File: src/rtl/bscf_pkg.sv
// Package for the bitmap set/clear/find-first block.
// Holds the transaction types, command and status codes, and register indexes.
// Depends on nothing.
package bscf_pkg;

    localparam int FIELD_W     = 16;
    localparam int SPAN_W      = 17;
    localparam int COUNT_OUT_W = 13;

    typedef enum logic [2:0] {
        CMD_GET         = 3'd0,
        CMD_SET         = 3'd1,
        CMD_CLEAR       = 3'd2,
        CMD_FIRST_SET   = 3'd3,
        CMD_FIRST_CLEAR = 3'd4,
        CMD_FILL        = 3'd5
    } t_cmd;

    localparam logic [1:0] STAT_OK     = 2'd0;
    localparam logic [1:0] STAT_INVAL  = 2'd1;
    localparam logic [1:0] STAT_NODATA = 2'd2;

    localparam logic [1:0] REG_LOW_BIT   = 2'd0;
    localparam logic [1:0] REG_HIGH_BIT  = 2'd1;
    localparam logic [1:0] REG_FILL_ONES = 2'd2;

    typedef struct packed {
        logic [2:0]         command;
        logic [FIELD_W-1:0] bit_index;
    } t_in_item;

    typedef struct packed {
        logic [1:0]             status;
        logic                   bit_value;
        logic [FIELD_W-1:0]     found_bit;
        logic [COUNT_OUT_W-1:0] set_count;
    } t_out_item;

    typedef enum logic [1:0] {
        WU_KEEP,
        WU_SET,
        WU_CLEAR,
        WU_FILL
    } t_wu_op;

    typedef struct packed {
        t_wu_op op;
        logic   invert;
        logic   fill_ones;
    } t_wu_ctrl;

endpackage

File: src/rtl/bscf_word_unit.sv
// Shared word unit: span masking, lowest-match search, bit modify and fill.
// Depends on bscf_pkg.
module bscf_word_unit import bscf_pkg::*; #(
    parameter int WORD_BITS = 32,
    localparam int SEL_W = $clog2(WORD_BITS)
) (
    input  t_wu_ctrl             i_ctrl,
    input  logic [WORD_BITS-1:0] i_data,
    input  logic [SPAN_W-1:0]    i_limit,
    input  logic [SEL_W-1:0]     i_sel,
    output logic [WORD_BITS-1:0] o_data,
    output logic                 o_cur,
    output logic                 o_hit,
    output logic [SEL_W-1:0]     o_index
);

    logic [WORD_BITS-1:0] mask;
    logic [WORD_BITS-1:0] masked;
    logic [WORD_BITS-1:0] lowest;
    logic [WORD_BITS-1:0] onehot;

    always_comb begin
        for (int j = 0; j < WORD_BITS; j++) begin
            mask[j] = (SPAN_W'(j) < i_limit);
        end
    end

    assign masked = (i_ctrl.invert ? ~i_data : i_data) & mask;
    assign lowest = masked & (~masked + WORD_BITS'(1));
    assign o_hit  = |masked;

    always_comb begin
        o_index = '0;
        for (int j = 0; j < WORD_BITS; j++) begin
            if (lowest[j]) begin
                o_index = o_index | SEL_W'(j);
            end
        end
    end

    assign onehot = WORD_BITS'(1) << i_sel;
    assign o_cur  = |(i_data & onehot);

    always_comb begin
        unique case (i_ctrl.op)
            WU_SET:   o_data = i_data | onehot;
            WU_CLEAR: o_data = i_data & ~onehot;
            WU_FILL:  o_data = i_ctrl.fill_ones ? mask : '0;
            default:  o_data = i_data;
        endcase
    end

endmodule
File: config.mk
export PLATFORM = sky130hd
export DESIGN_NAME = bscf_word_unit
export DESIGN_NICKNAME = d
export VERILOG_FILES = /design/src/rtl/bscf_pkg.sv /design/src/rtl/bscf_word_unit.sv
export SDC_FILE = /design/constraint.sdc
export NUM_CORES = 1
export LEC_CHECK = 0
export ABC_AREA = 1
export BUFFER_PORTS_ARGS = -buffer_cell sky130_fd_sc_hd__buf_2
export CELL_PAD_IN_SITES_DETAIL_PLACEMENT = 0
export CELL_PAD_IN_SITES_GLOBAL_PLACEMENT = 2
export CORE_MARGIN = 10
export CORE_UTILIZATION = 24
export DETAILED_ROUTE_END_ITERATION = 16
export GPL_TIMING_DRIVEN = 0
export MAX_ROUTING_LAYER = met4
export PLACE_DENSITY = 0.92
export SYNTH_ARGS = -nofsm -noshare
export SYNTH_HDL_FRONTEND = slang
export SYNTH_SLANG_ARGS = --single-unit
File: constraint.sdc
create_clock -name vclk -period 1.9
set_input_delay 0.19 -clock vclk [all_inputs]
set_output_delay 0.19 -clock vclk [all_outputs]
set_load 0.02 [all_outputs]
==> metrics.txt <==
# TYPE chip_impl_metric gauge
chip_impl_metric{name="core_area",unit="mm2"} 0.0145
chip_impl_metric{name="area_delta_synth_final",unit="%"} 49.6
chip_impl_metric{name="setup_slack",unit="ns"} -0.386
chip_impl_metric{name="timing_max_transition_violations_final",unit=""} 0
chip_impl_metric{name="area_enclosed_by_the_die_boundary",unit="mm2"} 0.0200
chip_impl_info{name="layout.cells.most_common_list",value="nand2_1 (150), buf_2 (79), nor2_1 (76), inv_1 (53)"} 1
chip_impl_info{name="crit_type",value="input pin to output port"} 1
chip_impl_metric{name="setup_viol",unit=""} 6
chip_impl_metric{name="layout.clock_buffers",unit=""} 0
chip_impl_metric{name="n_sequential_cell",unit=""} 0
chip_impl_metric{name="dp.cells",unit=""} 948
chip_impl_metric{name="worst_ir_drop_vdd",unit="uV"} 126
chip_impl_metric{name="finalHoldViolations",unit=""} 0
chip_impl_info{name="rsz0062_at_grt",value="yes"} 1
chip_impl_metric{name="fin_cells",unit=""} 978
chip_impl_metric{name="max_cap_violations",unit=""} 0
chip_impl_metric{name="netlist.area_leader.share",unit="%"} 18.4
chip_impl_info{name="netlist_top_cells_area",value="nand2_1 (18%), nor2_1 (11%), nand3_1 (8.6%), inv_1 (6.4%), nand3_2 (4.5%)"} 1
chip_impl_metric{name="portBuffers",unit=""} 93
chip_impl_metric{name="synthesis.area",unit="mm2"} 0.00353
chip_impl_metric{name="seq_total_area_yosys",unit="%"} 0
chip_impl_metric{name="routabilityCongestion",unit=""} 0.930
chip_impl_info{name="status",value="finished with violations"} 1
chip_impl_metric{name="placementRows",unit=""} 44
chip_impl_metric{name="routed_via_density",unit=""} 5.10
chip_impl_info{name="timing.critical_path.from",value="i_limit[9]"} 1
chip_impl_info{name="critPathLaunchType",value="input pin"} 1
chip_impl_metric{name="detailed_place_hpwl",unit="mm"} 14.4
chip_impl_metric{name="n_antenna_cell",unit=""} 0
chip_impl_metric{name="power.density",unit="mW/mm2"} 221
chip_impl_metric{name="cts_hold_buffers",unit=""} 0
chip_impl_metric{name="worst_slew_margin_rel",unit="%"} 60.6
chip_impl_metric{name="yosys_warnings",unit=""} 0
chip_impl_metric{name="routed_wire_length_per_instance",unit="um"} 17.9
chip_impl_metric{name="initial_util",unit="%"} 24.4
chip_impl_metric{name="fin_nets",unit=""} 854
chip_impl_metric{name="floorplan.die.width",unit="um"} 141
chip_impl_metric{name="number_of_global_route_vias_before_repair",unit=""} 4745
chip_impl_metric{name="postSynthNetCount",unit=""} 729
chip_impl_metric{name="critical_path_required",unit="ns"} 1.71
chip_impl_metric{name="wirelength",unit="mm"} 17.5
chip_impl_info{name="failed_checks",value="setup timing"} 1
chip_impl_metric{name="power.leakage",unit="nW"} 2.45
chip_impl_metric{name="grt_start_max_net_pins",unit=""} 11
chip_impl_metric{name="drtPass1Iterations",unit=""} 5
chip_impl_metric{name="die_height",unit="um"} 141
chip_impl_info{name="worst_hold_path_type",value="input pin to output port"} 1
chip_impl_metric{name="timing.final.crit_share",unit="%"} 120
chip_impl_metric{name="final_critical_delay_including_setup_and_external_delays",unit="ns"} 2.29
chip_impl_metric{name="global_route.usage.total",unit="%"} 16.7
chip_impl_info{name="synth.largest_area_cell",value="nand2_1"} 1
chip_impl_metric{name="grt_remaining_overflow",unit=""} 0
chip_impl_metric{name="critical_path.max_fanout",unit=""} 6
chip_impl_metric{name="critPathArrivalTime",unit="ns"} 2.10
chip_impl_info{name="final_common_cell",value="nand2_1"} 1
chip_impl_metric{name="layout.area.seq",unit="um2"} 0
chip_impl_metric{name="ioPinCount",unit=""} 97
chip_impl_metric{name="final_util",unit="%"} 36.5
chip_impl_metric{name="final_antenna_net_count",unit=""} 0
chip_impl_metric{name="drcViolationCount",unit=""} 0
chip_impl_metric{name="syn_avg_cell_area",unit="um2"} 5.27
chip_impl_metric{name="global_route_wire_length_before_repair",unit="mm"} 26.8
chip_impl_metric{name="drt_first_iter_violations",unit=""} 363
chip_impl_metric{name="synth_cell_types",unit=""} 47
chip_impl_info{name="timing.critical_path.to",value="o_index[4]"} 1
chip_impl_metric{name="antenna_violations_before_repair",unit=""} 0
chip_impl_metric{name="drive_gt1_share",unit="%"} 42.4
chip_impl_metric{name="dr_total_vias",unit=""} 4985
chip_impl_info{name="worstSetupEndpointType",value="output port"} 1
chip_impl_metric{name="achievable-frequency",unit="MHz"} 437
chip_impl_metric{name="syn-instance-count",unit=""} 671
chip_impl_metric{name="worstMarginPinSlew",unit="ns"} 0.591
-- logic make-up (layout without fill, tap and decap cells) --
family | Yosys count | in the layout | synth area share (%)
xor+xnor | 25 | 25 | 6.20
simple gates | 438 | 438 | 62.1
compound gates | 106 | 106 | 18.1
buf+inv | 102 | 225 | 13.5
-- critical path, cell delays in order --
cell	delay, ns
buf_6	0.10
nor2_4	0.09
nand2_2	0.07
nor2_4	0.12
buf_12	0.14
buf_12	0.15
buf_12	0.12
nand4_4	0.08
nand3_4	0.10
nand2_2	0.06
nor2_1	0.10
nand2_1	0.09
nor2_4	0.20
nand3_2	0.12
nand4_1	0.11
nor2_1	0.05
nand2_1	0.07
buf_6	0.12
-- stage by stage --
stage	setup slack [ns]	power [mW]	hold slack, ns	setup TNS [ns]	area [um2]
floorplan	0.0135	0.617	0.560	0	3530
global placement	-0.660	0.959	0.785	-9.82	4230
detailed placement	-0.645	0.955	0.788	-9.20	4230
CTS	-0.358	1.05	0.789	-1.89	4710
global route	-0.525	1.27	0.812	-3.11	5290
finish	-0.386	1.17	0.795	-2.04	5290
-- worst min path at each step --
stage	startpoint	to	slack [ns]	cells past startpoint
3_5_place_dp	i_data[19]	o_data[19]	0.79	4
2_1_floorplan	i_data[24]	o_data[24]	0.56	2
4_1_cts	i_data[19]	o_data[19]	0.79	4
6_report	i_data[3]	o_data[3]	0.79	4
3_3_place_gp	i_data[3]	o_data[3]	0.78	4
5_1_grt	i_data[3]	o_data[3]	0.81	4
-- per-layer routing --
metal | wire length [um] | track usage (%) | vias up
li1 | - | - | 2481
met5 | 0 | - | -
met2 | 8830 | 28.6 | 161
met4 | 210 | 2.28 | 0
met3 | 627 | 0.534 | 14
met1 | 7880 | 21.9 | 2329
-- synth_stat cells (11+ instances only) --
library cell	number
a21oi_1	30
nor2_1	99
xor2_1	18
clkbuf_1	15
nand4_1	20
o21ai_0	29
nor3_1	11
nand3_2	16
nand2_2	20
o211ai_1	16
inv_1	60
nand3_1	61
nand2_1	173
-- what timing repair did --
action                                 in CTS  in global routing
pin swaps                                  33                 45
cloned                                      2                  1
buffers inserted                            9                 18
resized for setup                         105                112
setup endpoints to repair                  38                 21
endpoints found under the hold margin       0                  0
-- layout make-up --
type / instances / area, um2
inverter: 74 / 302
fill: 1660 / 9190
buffer: 28 / 245
multi-input combinational: 569 / 3680
timing repair buffer: 123 / 835
tap: 184 / 230
-- where the power goes --
| group | switching (mW) | leakage [nW] | internal, mW |
|---|---|---|---|
| registers | 0 | 0 | 0 |
| logic | 0.764 | 2.45 | 0.407 |
| clock network | 0 | 0 | 0 |
(Power assumes the default switching activity.)
